**src/rtl/dwpi_pkg.sv**
```systemverilog
// Package for the dual-wheel PI speed controller.
// Holds field widths, register indexes, command codes and the config struct.
// No dependencies.
package dwpi_pkg;

    localparam int SPEED_WIDTH    = 16;
    localparam int INTEGRAL_WIDTH = 24;
    localparam int DUTY_WIDTH     = 16;
    localparam int GAIN_WIDTH     = 24;
    localparam int LIMIT_WIDTH    = 23;
    localparam int DUTY_SHIFT     = 20;

    localparam int ERR_WIDTH    = SPEED_WIDTH + 1;
    localparam int PROD_P_WIDTH = GAIN_WIDTH + 1 + ERR_WIDTH;
    localparam int PROD_I_WIDTH = GAIN_WIDTH + 1 + INTEGRAL_WIDTH;
    localparam int ACC_WIDTH    =
        ((PROD_P_WIDTH > PROD_I_WIDTH) ? PROD_P_WIDTH : PROD_I_WIDTH) + 1;
    localparam int SCALED_WIDTH = ACC_WIDTH - DUTY_SHIFT;

    localparam int CALC_BASE    = (INTEGRAL_WIDTH > ERR_WIDTH) ? INTEGRAL_WIDTH : ERR_WIDTH;
    localparam int CALC_WIDTH   =
        ((CALC_BASE > LIMIT_WIDTH + 1) ? CALC_BASE : LIMIT_WIDTH + 1) + 2;

    localparam int IN_DATA_WIDTH  = ((4 * SPEED_WIDTH + 7) / 8) * 8;
    localparam int OUT_DATA_WIDTH = ((2 * DUTY_WIDTH + 7) / 8) * 8;

    localparam int CFG_ADDR_WIDTH = 3;
    localparam int CFG_DATA_WIDTH = 24;

    localparam logic [CFG_ADDR_WIDTH-1:0] REG_ENABLE         = 3'd0;
    localparam logic [CFG_ADDR_WIDTH-1:0] REG_GAIN_P         = 3'd1;
    localparam logic [CFG_ADDR_WIDTH-1:0] REG_GAIN_I         = 3'd2;
    localparam logic [CFG_ADDR_WIDTH-1:0] REG_DUTY_UPPER     = 3'd3;
    localparam logic [CFG_ADDR_WIDTH-1:0] REG_DUTY_LOWER     = 3'd4;
    localparam logic [CFG_ADDR_WIDTH-1:0] REG_INTEGRAL_LIMIT = 3'd5;

    localparam logic CMD_UPDATE = 1'b0;
    localparam logic CMD_CLEAR  = 1'b1;

    typedef struct packed {
        logic                           enable;
        logic [GAIN_WIDTH-1:0]          gain_p;
        logic [GAIN_WIDTH-1:0]          gain_i;
        logic signed [DUTY_WIDTH-1:0]   duty_upper;
        logic signed [DUTY_WIDTH-1:0]   duty_lower;
        logic [LIMIT_WIDTH-1:0]         integral_limit;
    } t_cfg;

endpackage

```
**src/rtl/dwpi_lane.sv**
```systemverilog
// One wheel's PI datapath: products, floor shift, clamps, conditional integration.
// Combinational; depends on dwpi_pkg.
module dwpi_lane (
    input  dwpi_pkg::t_cfg                                i_cfg,
    input  logic signed [dwpi_pkg::ERR_WIDTH-1:0]         i_err,
    input  logic signed [dwpi_pkg::INTEGRAL_WIDTH-1:0]    i_integral,
    output logic signed [dwpi_pkg::DUTY_WIDTH-1:0]        o_duty,
    output logic signed [dwpi_pkg::INTEGRAL_WIDTH-1:0]    o_integral
);

    localparam int CW = dwpi_pkg::CALC_WIDTH;
    localparam int SW = dwpi_pkg::SCALED_WIDTH;
    localparam logic signed [CW-1:0] WMAX =
        (CW'(1) << (dwpi_pkg::INTEGRAL_WIDTH - 1)) - CW'(1);

    logic signed [dwpi_pkg::PROD_P_WIDTH-1:0] prod_p;
    logic signed [dwpi_pkg::PROD_I_WIDTH-1:0] prod_i;
    logic signed [dwpi_pkg::ACC_WIDTH-1:0]    acc;
    logic signed [SW-1:0]                     scaled;
    logic signed [SW-1:0]                     upper_x;
    logic signed [SW-1:0]                     lower_x;
    logic signed [SW-1:0]                     duty_hi;
    logic                                     above;
    logic                                     below;
    logic                                     add_en;
    logic signed [CW-1:0]                     sum;
    logic signed [CW-1:0]                     lim_raw;
    logic signed [CW-1:0]                     lim;
    logic signed [CW-1:0]                     sum_c;

    always_comb begin
        prod_p  = $signed({1'b0, i_cfg.gain_p}) * i_err;
        prod_i  = $signed({1'b0, i_cfg.gain_i}) * i_integral;
        acc     = dwpi_pkg::ACC_WIDTH'(prod_p) + dwpi_pkg::ACC_WIDTH'(prod_i);
        // arithmetic shift: floor
        scaled  = acc[dwpi_pkg::ACC_WIDTH-1:dwpi_pkg::DUTY_SHIFT];
        upper_x = SW'(i_cfg.duty_upper);
        lower_x = SW'(i_cfg.duty_lower);
        above   = scaled > upper_x;
        below   = scaled < lower_x;

        duty_hi = above ? upper_x : scaled;
        o_duty  = (duty_hi < lower_x) ? i_cfg.duty_lower
                                      : duty_hi[dwpi_pkg::DUTY_WIDTH-1:0];

        if (above) begin
            add_en = i_err < 0;
        end else if (below) begin
            add_en = i_err > 0;
        end else begin
            add_en = 1'b1;
        end

        sum     = CW'(i_integral) + (add_en ? CW'(i_err) : CW'(0));
        lim_raw = CW'($signed({1'b0, i_cfg.integral_limit}));
        lim     = (lim_raw > WMAX) ? WMAX : lim_raw;

        if (sum > lim) begin
            sum_c = lim;
        end else if (sum < -lim) begin
            sum_c = -lim;
        end else begin
            sum_c = sum;
        end
        o_integral = sum_c[dwpi_pkg::INTEGRAL_WIDTH-1:0];
    end

endmodule

```
**config.mk**
```make
export PLATFORM = sky130hd
export DESIGN_NAME = dwpi_lane
export DESIGN_NICKNAME = d
export VERILOG_FILES = /design/src/rtl/dwpi_pkg.sv /design/src/rtl/dwpi_lane.sv
export SDC_FILE = /design/constraint.sdc
export NUM_CORES = 2
export LEC_CHECK = 0
export BUFFER_PORTS_ARGS = -buffer_cell sky130_fd_sc_hd__buf_4
export CAP_MARGIN = 20
export CORE_ASPECT_RATIO = 1.2
export CORE_UTILIZATION = 42
export DETAILED_ROUTE_END_ITERATION = 8
export RECOVER_POWER = 25
export REMOVE_ABC_BUFFERS = 1
export SLEW_MARGIN = 20
export SYNTH_ARGS = -nofsm -noshare
export SYNTH_HDL_FRONTEND = slang
export SYNTH_SLANG_ARGS = --single-unit
```
**constraint.sdc**
```tcl
create_clock -name vclk -period 21.3
set_input_delay 2.13 -clock vclk [all_inputs]
set_output_delay 2.13 -clock vclk [all_outputs]
set_load 0.02 [all_outputs]
```
==> metrics.md <==
| Metric | Value |
|---|---|
| Status | `finished, violations left` |
| Failing checks | `capacitance limit, slew limit` |
| Remaining global-route overflow | `0` |
| Synth top area share | `0.455` |
| IO Count | `185` |
| Cell Rows | `122` |
| CP endpoint kind | `primary output` |
| CP arrival | `18140 ps` |
| Placer Congestion | `0.880` |
| Layout Cells excl Fill | `5785` |
| Crit share post-route | `0.952` |
| Antenna violations before repair | `7` |
| Cell Area, Synth | `39400 sq um` |
| Final setup viols | `0` |
| Worst-Margin Slew | `1960 ps` |
| Drt total wl | `107 mm` |
| Synth top area cells | `fa_1, ha_1, inv_1` |
| Critical Path Most Common Cell | `fa_1` |
| Inst Count DP | `5781` |
| Class of the worst hold path | `primary input to primary output` |
| Synth cell types | `83` |
| 1st-pass router iterations | `5` |
| # clk buffers | `0` |
| Crit start category | `primary input` |
| Commonest cells in the synthesized netlist | `inv_1, fa_1, and2_1, ha_1, nand2_1` |
| Syn_area_per_cell | `8.71 sq um` |
| Core Region | `92700 sq um` |
| RSZ-0062 raised after global routing | `no` |
| Max-Cap Viols | `1` |
| Antenna-violating nets left | `0` |
| Final sequential cell count | `0` |
| Worst Path Required | `19170 ps` |
| Setup_tns | `0 ps` |
| Max-slew headroom | `-0.318` |
| First-pass GRT wire length | `175 mm` |
| Post-synthesis sequential area ratio | `0` |
| Tot GR Track Use | `0.236` |
| Share of layout cells above drive strength 1 | `0.0531` |
| Vias | `30.0k` |
| FF+latch area | `0 sq um` |
| Die area | `95100 sq um` |
| Dpl hpwl | `89.2 mm` |
| Chip height | `338 um` |
| Most frequent cell after synthesis | `inv_1` |
| Placed cell area | `41700 sq um` |
| Synthesized instance count | `4527` |
| Final net count | `6042` |
| Syn. warnings | `0` |
| Largest net degree at the start of global routing | `50` |
| Layout Cell Area excl Fill | `41700 sq um` |
| Top cell type by total area after synthesis | `fa_1` |
| Setup CP Type | `primary input to primary output` |
| Final count of hold timing violations | `0` |
| Post-layout min period | `20270 ps` |
| CP max stage delay | `640 ps` |
| CP max FO | `26` |
| DR iter-0 viols | `1351` |
| Initial Util | `0.426` |
| Drt drc | `0` |
| Avg WL per Cell | `18.6 um` |
| Area grow syn2layout | `5.84%` |
| Vias in the first global route | `32.4k` |
| Number of vias per cell | `5.18` |
| Final Slew Violations | `17` |
| Fmax | `49.3 MHz` |
| Input/output buffers | `184` |
| Slowest CP cell | `or4_1` |
| Hold Buf Count CTS | `0` |
| Chip Width | `282 um` |
-- routing by layer --
layer / vias to the layer above / wire length (um) / global-route usage
met5: - / 32 / 0
met4: 4 / 2730 / 0.0525
met3: 132 / 3810 / 0.0142
met2: 629 / 57800 / 0.451
met1: 15600 / 42900 / 0.287
li1: 13600 / - / -
-- per-stage QoR --
step	hold slack (ps)	utilization	setup WS (ps)
5_1_grt	4610	0.450	65.5
6_report	4600	0.450	1030
3_5_place_dp	4600	0.451	929
3_3_place_gp	4600	0.451	1010
2_1_floorplan	4450	-	2800
4_1_cts	4600	0.451	878
-- final cells by class --
class                           count  area, sq um
Antenna cell                        4         10.0
Fill cell                        9326        50900
Inverter                         1159         4350
Multi-Input combinational cell   3182        34300
Tap cell                         1240         1550
Timing Repair Buffer              200         1470
-- path summary, 6_finish.rpt --
path | startpoint | endpoint | slack, ps | cells after the start
max | i_err[5] | o_integral[1] | 1030 | 61
min | i_cfg[33] | o_duty[10] | 4600 | 3
-- cell families (layout without fill, tap and decap cells) --
group,count (synthesis),count (layout),share of synthesized area
adders and majority gates,1354,1354,0.600
buffers and inverters,1345,1359,0.129
and+or+nand+nor,1332,1332,0.177
AOI/OAI and AO/OA,393,393,0.0685
xor gates and xnor gates,64,64,0.0142
muxes,39,39,0.0108
other,0,4,0
-- placed cells by master, fill, tap and decap left out, drive strengths merged, types with 6 or more instances in the layout --
cell type and n:
a211o 7, nor4 15, fa 897, and4 9
nand2 456, a211oi 31, and2 558, ha 457
o221ai 8, and3 11, a21o 69, a21boi 21
xor2 11, o21a 7, clkbuf 8, a31oi 11
mux2 29, nand2b 37, nand3 26, mux2i 10
nand3b 6, o211ai 21, a21oi 82, buf 192
o21bai 6, nand4 42, xnor2 53, nor2 94
o21ai 65, inv 1157, nor2b 26, or3 11
o31ai 10, nor3 30
-- what timing repair did --
item / CTS / global route
endpoints found under the hold margin: 0 / 0
buffers inserted: 0 / 0
endpoints found under the setup margin: 0 / 9
gates resized for setup: 0 / 2
-- worst max-delay path: cells and delay by family --
kind / cells / cell delay, ps
buf+inv: 12 / 1500
fa+ha+maj: 13 / 5910
xor+xnor: 1 / 140
compound gates: 23 / 5310
mux: 1 / 200
simple gates: 11 / 2930
