===== src/rtl/dwpi_pkg.sv =====
// Package for the dual-wheel PI speed controller.
// Holds field widths, register indexes, command codes and the config struct.
// No dependencies.
package dwpi_pkg;

    localparam int SPEED_WIDTH    = 16;
    localparam int INTEGRAL_WIDTH = 24;
    localparam int DUTY_WIDTH     = 16;
    localparam int GAIN_WIDTH     = 24;
    localparam int LIMIT_WIDTH    = 23;
    localparam int DUTY_SHIFT     = 20;

    localparam int ERR_WIDTH    = SPEED_WIDTH + 1;
    localparam int PROD_P_WIDTH = GAIN_WIDTH + 1 + ERR_WIDTH;
    localparam int PROD_I_WIDTH = GAIN_WIDTH + 1 + INTEGRAL_WIDTH;
    localparam int ACC_WIDTH    =
        ((PROD_P_WIDTH > PROD_I_WIDTH) ? PROD_P_WIDTH : PROD_I_WIDTH) + 1;
    localparam int SCALED_WIDTH = ACC_WIDTH - DUTY_SHIFT;

    localparam int CALC_BASE    = (INTEGRAL_WIDTH > ERR_WIDTH) ? INTEGRAL_WIDTH : ERR_WIDTH;
    localparam int CALC_WIDTH   =
        ((CALC_BASE > LIMIT_WIDTH + 1) ? CALC_BASE : LIMIT_WIDTH + 1) + 2;

    localparam int IN_DATA_WIDTH  = ((4 * SPEED_WIDTH + 7) / 8) * 8;
    localparam int OUT_DATA_WIDTH = ((2 * DUTY_WIDTH + 7) / 8) * 8;

    localparam int CFG_ADDR_WIDTH = 3;
    localparam int CFG_DATA_WIDTH = 24;

    localparam logic [CFG_ADDR_WIDTH-1:0] REG_ENABLE         = 3'd0;
    localparam logic [CFG_ADDR_WIDTH-1:0] REG_GAIN_P         = 3'd1;
    localparam logic [CFG_ADDR_WIDTH-1:0] REG_GAIN_I         = 3'd2;
    localparam logic [CFG_ADDR_WIDTH-1:0] REG_DUTY_UPPER     = 3'd3;
    localparam logic [CFG_ADDR_WIDTH-1:0] REG_DUTY_LOWER     = 3'd4;
    localparam logic [CFG_ADDR_WIDTH-1:0] REG_INTEGRAL_LIMIT = 3'd5;

    localparam logic CMD_UPDATE = 1'b0;
    localparam logic CMD_CLEAR  = 1'b1;

    typedef struct packed {
        logic                           enable;
        logic [GAIN_WIDTH-1:0]          gain_p;
        logic [GAIN_WIDTH-1:0]          gain_i;
        logic signed [DUTY_WIDTH-1:0]   duty_upper;
        logic signed [DUTY_WIDTH-1:0]   duty_lower;
        logic [LIMIT_WIDTH-1:0]         integral_limit;
    } t_cfg;

endpackage


===== src/rtl/dwpi_cfg.sv =====
// Configuration register file for the dual-wheel PI controller.
// Depends on dwpi_pkg.
module dwpi_cfg (
    input  logic                               i_clk,
    input  logic                               i_rst_n,
    input  logic                               i_cfg_we,
    input  logic [dwpi_pkg::CFG_ADDR_WIDTH-1:0] i_cfg_addr,
    input  logic [dwpi_pkg::CFG_DATA_WIDTH-1:0] i_cfg_wdata,
    output dwpi_pkg::t_cfg                     o_cfg
);

    dwpi_pkg::t_cfg r_cfg;

    always_ff @(posedge i_clk) begin
        if (!i_rst_n) begin
            r_cfg.enable         <= 1'b1;
            r_cfg.gain_p         <= '0;
            r_cfg.gain_i         <= '0;
            r_cfg.duty_upper     <= 16'sh7FFF;
            r_cfg.duty_lower     <= 16'sh8000;
            r_cfg.integral_limit <= '1;
        end else if (i_cfg_we) begin
            unique case (i_cfg_addr)
                dwpi_pkg::REG_ENABLE:     r_cfg.enable <= i_cfg_wdata[0];
                dwpi_pkg::REG_GAIN_P:
                    r_cfg.gain_p <= i_cfg_wdata[dwpi_pkg::GAIN_WIDTH-1:0];
                dwpi_pkg::REG_GAIN_I:
                    r_cfg.gain_i <= i_cfg_wdata[dwpi_pkg::GAIN_WIDTH-1:0];
                dwpi_pkg::REG_DUTY_UPPER:
                    r_cfg.duty_upper <= i_cfg_wdata[dwpi_pkg::DUTY_WIDTH-1:0];
                dwpi_pkg::REG_DUTY_LOWER:
                    r_cfg.duty_lower <= i_cfg_wdata[dwpi_pkg::DUTY_WIDTH-1:0];
                dwpi_pkg::REG_INTEGRAL_LIMIT:
                    r_cfg.integral_limit <= i_cfg_wdata[dwpi_pkg::LIMIT_WIDTH-1:0];
                default: ;
            endcase
        end
    end

    assign o_cfg = r_cfg;

endmodule


===== config.mk =====
export PLATFORM = sky130hd
export DESIGN_NAME = dwpi_cfg
export DESIGN_NICKNAME = d
export VERILOG_FILES = /design/src/rtl/dwpi_pkg.sv /design/src/rtl/dwpi_cfg.sv
export SDC_FILE = /design/constraint.sdc
export NUM_CORES = 1
export LEC_CHECK = 0
export BUFFER_PORTS_ARGS = -buffer_cell sky130_fd_sc_hd__buf_4
export CAP_MARGIN = 20
export CORE_MARGIN = 1.5
export CORE_UTILIZATION = 50
export DETAILED_ROUTE_END_ITERATION = 6
export GPL_ROUTABILITY_DRIVEN = 0
export PLACE_DENSITY_LB_ADDON = 0.08
export SLEW_MARGIN = 20
export SYNTH_ARGS = -nofsm -noshare
export SYNTH_HDL_FRONTEND = slang
export SYNTH_SLANG_ARGS = --single-unit

===== constraint.sdc =====
create_clock -name i_clk -period 1 [get_ports i_clk]
set_clock_uncertainty 0.05 [all_clocks]
set_input_delay 0.05 -clock i_clk [delete_from_list [all_inputs] [get_ports i_clk]]
set_output_delay 0.05 -clock i_clk [all_outputs]
set_load 0.1 [all_outputs]

==> results.md, run 1 <==
* WL/cell at 19.4 µm
* Failing checks: hold timing, setup timing
* Clock Sinks at 104
* Die ar. at 8870 µm²
* Initial antenna violation count at 0
* Critical Path Start Type: register
* Layout cells sized above 1 at 0.504
* CTS Hold Bufs at 24
* Hold slack final at -38.1 ps
* Mean Syn Cell Area at 10.6 µm²
* Vias in the first global route at 3,626
* Total of max-cap violations at 0
* Via count at 3,552
* Global-route wire length before repair at 19,400 µm
* Drt drc at 0
* Htree depth at 3
* Largest net degree at the start of global routing at 42
* Slew Viols, Final at 0
* Root Driver: clkbuf_8
* Worst-Margin Slew at 412 ps
* Worst EP required at 900 ps
* Max reg flops at 104
* Data arrival, critical path at 920 ps
* RSZ-0062 raised after global routing: yes
* Clock Tree Buf Depth at 2
* Synthesis-stage register bit count at 104
* IO Port Bufs at 133
* CP max FO at 2
* Cells after DPL at 624
* Critical Path Slowest Stage Cell: dfxtp_2
* Crit path cell chain: buf_12
* Maximum vdd drop at 0.907 mV
* Worst-skew pair later-pin latency at 360 ps
* PnR worst setup slack at -21.6 ps
* Leakage at 0.00305 µW
* Final setup viols at 46
* 1st-pass router iterations at 4
* Crit Path Class: register to primary output
* YS warnings at 0
* ANT cells at 0
* DIE WIDTH at 94.2 µm
* Worst slack, placed at -91.2 ps
* Worst stage delay on the critical path at 380 ps
* Num CTS Buffers at 9
* Detailed placement HPWL at 7230 µm
* Tot GR Track Use at 0.289
* Post-Syn Instances at 394
* Final net count at 602
* Crit path max-delay family: flip-flops
* Die Y at 94.2 µm
* Vias/cell at 5.21
* Post-layout min period at 1020 ps
* 1st-iter DRT viols at 188
* Critical path capture point type: primary output
* Distinct cells, synth at 15
* Core area at 8130 µm²
* Post-Synthesis Cell Area at 4160 µm²
* Sequential share of the synthesized area at 0.501
* Tcrit/Tclk final at 1.02
* Slew HR at 0.721
* Total power draw at 8580 µW
* I/O Pins at 134
* Critical path buffers and inverters at 1
* Routed Antenna Nets at 0
* Placed cell area at 5480 µm²
* Layout Cells excl Fill at 682
* Row Count at 33
* Initial core utilization at 0.511
* Total gr overflow at 0
* Final WL at 13,200 µm
* Fin area at 7360 µm²
* Clk slew on worst S/H paths at 100 ps
* Maximum achievable frequency at 979 MHz
* CTS tree: yes
* Status: finished with violations
* Net Count, Synth at 424
* Fin. Hold Viols at 1
* Hold crit path type: input port to register
* Post-layout util at 0.904
* Pwr/cell area at 1170 nW/µm²
* Synth-to-layout area growth at 76.9%
metrics by stage:
stage	hold WS, ps	TNS [ps]
after global routing	-29.4	-2260
after global placement	269	-2930
after detailed placement	275	-3740
final	-38.1	-310
after floorplan	157	0
after CTS	-49.5	-594
routing by layer:
metal / part of all wire / global-route usage / vias up
li1: - / - / 1645
met1: 0.41 / 0.350 / 1770
met2: 0.52 / 0.517 / 113
met3: 0.044 / 0.0526 / 24
met4: 0.023 / 0.0871 / 0
met5: 0 / 0 / -
power breakdown:
group / total [µW] / switching [µW] / internal (µW)
registers: 4330 / 105 / 4220
clock network: 2450 / 1460 / 985
logic: 1810 / 1080 / 729
total: 8580 / 2650 / 5940
synth_stat cells (all sizes together):
cell | instances | share of area
clkbuf | 9 | 0.0081
dfxtp | 104 | 0.50
nand2 | 88 | 0.079
buf | 19 | 0.047
and4b | 2 | 0.0051
mux2i | 104 | 0.25
and4bb | 2 | 0.0060
nand4b | 1 | 0.0036
nor2b | 63 | 0.095
nand4bb | 1 | 0.0027
nor4b | 1 | 0.0021
repair_timing:
action / CTS / global route
setup buffers: 7 / 11
endpoints found under the hold margin: 77 / 1
resized for setup: 312 / 12
setup endpoints to repair: 104 / 104
layout make-up:
type,instances,area [µm²]
tap,105,131
fill,312,777
sequential,104,2240
clock inverter,4,28.8
multi-input combinational,262,1850
clock buffer,12,145
timing repair buffer,195,2960
path summary, 6_finish.rpt:
| path | from | to | slack (ps) | cells after the start |
|---|---|---|---|---|
| max reg2reg | o_cfg[102] | o_cfg[102] | 50 | 4 |
| min | i_cfg_addr[1] | o_cfg[103] | -40 | 3 |
| max | o_cfg[45] | o_cfg[45] | -20 | 1 |
| min reg2reg | o_cfg[83] | o_cfg[83] | 430 | 2 |
cell families after synthesis:
kind of cell | Yosys count | share of synthesized area
flip-flops | 104 | 0.501
buffers and inverters | 28 | 0.0551
AND/OR/NAND/NOR | 158 | 0.194
multiplexers | 104 | 0.250
tightest hold or removal path, delay by kind of cell:
kind          cells  cell delay, ps
buf+inv           1             110
mux               1             110
simple gates      1              70
placed cells by master (no fill, tap or decap), drive strengths merged:
| master | count |
|---|---|
| and4b | 2 |
| and4bb | 2 |
| buf | 171 |
| clkbuf | 12 |
| clkinv | 1 |
| clkinvlp | 2 |
| dfxtp | 104 |
| dlygate4sd3 | 24 |
| inv | 1 |
| mux2i | 104 |
| nand2 | 88 |
| nand4b | 1 |
| nand4bb | 1 |
| nor2b | 63 |
| nor4b | 1 |
(Power assumes the default switching activity.)
==> run 2, diff against run 1 <==
--- a/config.mk
+++ b/config.mk
@@ -5,8 +5,9 @@
 export SDC_FILE = /design/constraint.sdc
 export NUM_CORES = 1
 export LEC_CHECK = 0
-export BUFFER_PORTS_ARGS = -buffer_cell sky130_fd_sc_hd__buf_4
+export BUFFER_PORTS_ARGS = -buffer_cell sky130_fd_sc_hd__buf_2
 export CAP_MARGIN = 20
+export CORE_ASPECT_RATIO = 0.5
 export CORE_MARGIN = 1.5
 export CORE_UTILIZATION = 50
 export DETAILED_ROUTE_END_ITERATION = 6
==> results.md, run 2 (synthesis gave the netlist of run 1 again) <==
* Status: finished with violations
* Failing checks: setup timing
* Htree depth at 3
* Total gr overflow at 0
* Detailed placement HPWL at 8010 µm
* Crit path cell chain: buf_12
* Tcrit/Tclk final at 1.01
* Cells after DPL at 629
* Critical path buffers and inverters at 1
* Maximum achievable frequency at 993 MHz
* Slew Viols, Final at 0
* Core area at 8030 µm²
* I/O Pins at 134
* PnR worst setup slack at -7.11 ps
* Final net count at 598
* Largest net degree at the start of global routing at 31
* Max reg flops at 104
* Worst stage delay on the critical path at 380 ps
* IO Port Bufs at 133
* Final WL at 13,000 µm
* Layout Cells excl Fill at 685
* Layout cells sized above 1 at 0.503
* Die Y at 67.5 µm
* DIE WIDTH at 132 µm
* WL/cell at 19.0 µm
* Placed cell area at 6660 µm²
* Worst EP required at 900 ps
* Global-route wire length before repair at 19,500 µm
* Fin area at 7380 µm²
* Clock Tree Buf Depth at 2
* Num CTS Buffers at 9
* Tot GR Track Use at 0.292
* Vias in the first global route at 3,729
* Vias/cell at 5.21
* Reg-to-reg setup timing slack at 90 ps
* Synth-to-layout area growth at 77.6%
* Most common cell after layout, fill and taps aside: buf_12
* Hold crit path type: input port to register
* Drt drc at 0
* Die ar. at 8900 µm²
* Data arrival, critical path at 910 ps
* Initial core utilization at 0.518
* Fin. Hold Viols at 0
* Crit Path Class: register to primary output
* Total of max-cap violations at 0
* Via count at 3,567
* Critical path capture point type: primary output
* Critical Path Slowest Stage Cell: dfxtp_2
* Root Driver: clkbuf_16
* RSZ-0062 raised after global routing: yes
* Post-layout util at 0.920
* Crit path max-delay family: flip-flops
* 1st-iter DRT viols at 190
* CP max FO at 2
* ANT cells at 0
* Most frequent cells in the layout: buf_12 (112), mux2i_1 (104), dfxtp_2 (89), nand2_1 (88), nor2b_1 (63)
* Clk slew on worst S/H paths at 70 ps
* Clock Sinks at 104
* Pwr/cell area at 1340 nW/µm²
* Worst-skew pair later-pin latency at 340 ps
* Critical Path Start Type: register
* CTS tree: yes
* Worst-Margin Slew at 365 ps
* Total of fill cells in the finished design at 269
* Leakage at 0.00307 µW
* Final setup viols at 2
* Initial antenna violation count at 0
* Post-layout min period at 1010 ps
* Row Count at 23
* Routed Antenna Nets at 0
* Maximum vdd drop at 1.00 mV
* Slew HR at 0.753
* 1st-pass router iterations at 5
## run 2: cell types whose count changed in the layout (fill, tap and decap cells not counted), sizes merged
cell	previous run	this run
clkbuf	12	11
buf	171	167
inv	1	0
bufinv	0	2
## run 2: path summary, 6_finish.rpt
| kind | start | to | cells past startpoint |
|---|---|---|---|
| setup / recovery | o_cfg[44] | o_cfg[44] | 1 |
| hold reg to reg | o_cfg[81] | o_cfg[81] | 2 |
| hold / removal | i_cfg_addr[2] | o_cfg[103] | 3 |
| setup reg to reg | o_cfg[85] | o_cfg[85] | 4 |
## run 2: repair_timing
item                       CTS  global route
hold buffers                24             0
resized for setup            1            14
setup buffers                4            12
hold endpoints to repair    62             0
setup endpoints to repair   18            78
## run 2: power by group
group	switching, µW	total [µW]	internal (µW)	leakage [µW]
Sequential	107	4320	4220	0.000861
Clock	1550	3810	2260	0.000152
Combinational	1060	1730	672	0.00205
## run 2: final cells by class
| type | count | area, µm² | share of cell area |
|---|---|---|---|
| clock buffers | 11 | 243 | 0.0329 |
| clock inverters | 5 | 80.1 | 0.0108 |
| multi-input cells | 262 | 1850 | 0.250 |
| flip-flops and latches | 104 | 2250 | 0.305 |
| well taps | 112 | 140 | 0.0190 |
| repair buffers | 191 | 2830 | 0.383 |
## run 2: per-stage QoR
stage | setup TNS, ps | hold WS (ps) | total power [µW] | worst slack (ps)
4_1_cts | -43.1 | 2.75 | 9890 | -11.4
3_3_place_gp | -1070 | 276 | 6030 | -32.6
3_5_place_dp | -3720 | 286 | 6050 | -128
6_report | -8.25 | 15.9 | 9860 | -7.11
2_1_floorplan | 0 | 157 | 5420 | 26.6
5_1_grt | -462 | 26.9 | 10100 | -23.5
## run 2: per-layer routing
metal / vias up / routed length (µm) / global-route usage / part of all wire
li1: 1650 / - / - / -
met1: 1745 / 4990 / 0.298 / 0.38
met2: 135 / 6830 / 0.560 / 0.52
met3: 37 / 817 / 0.0953 / 0.063
met4: 0 / 388 / 0.146 / 0.030
met5: - / 0 / 0 / 0
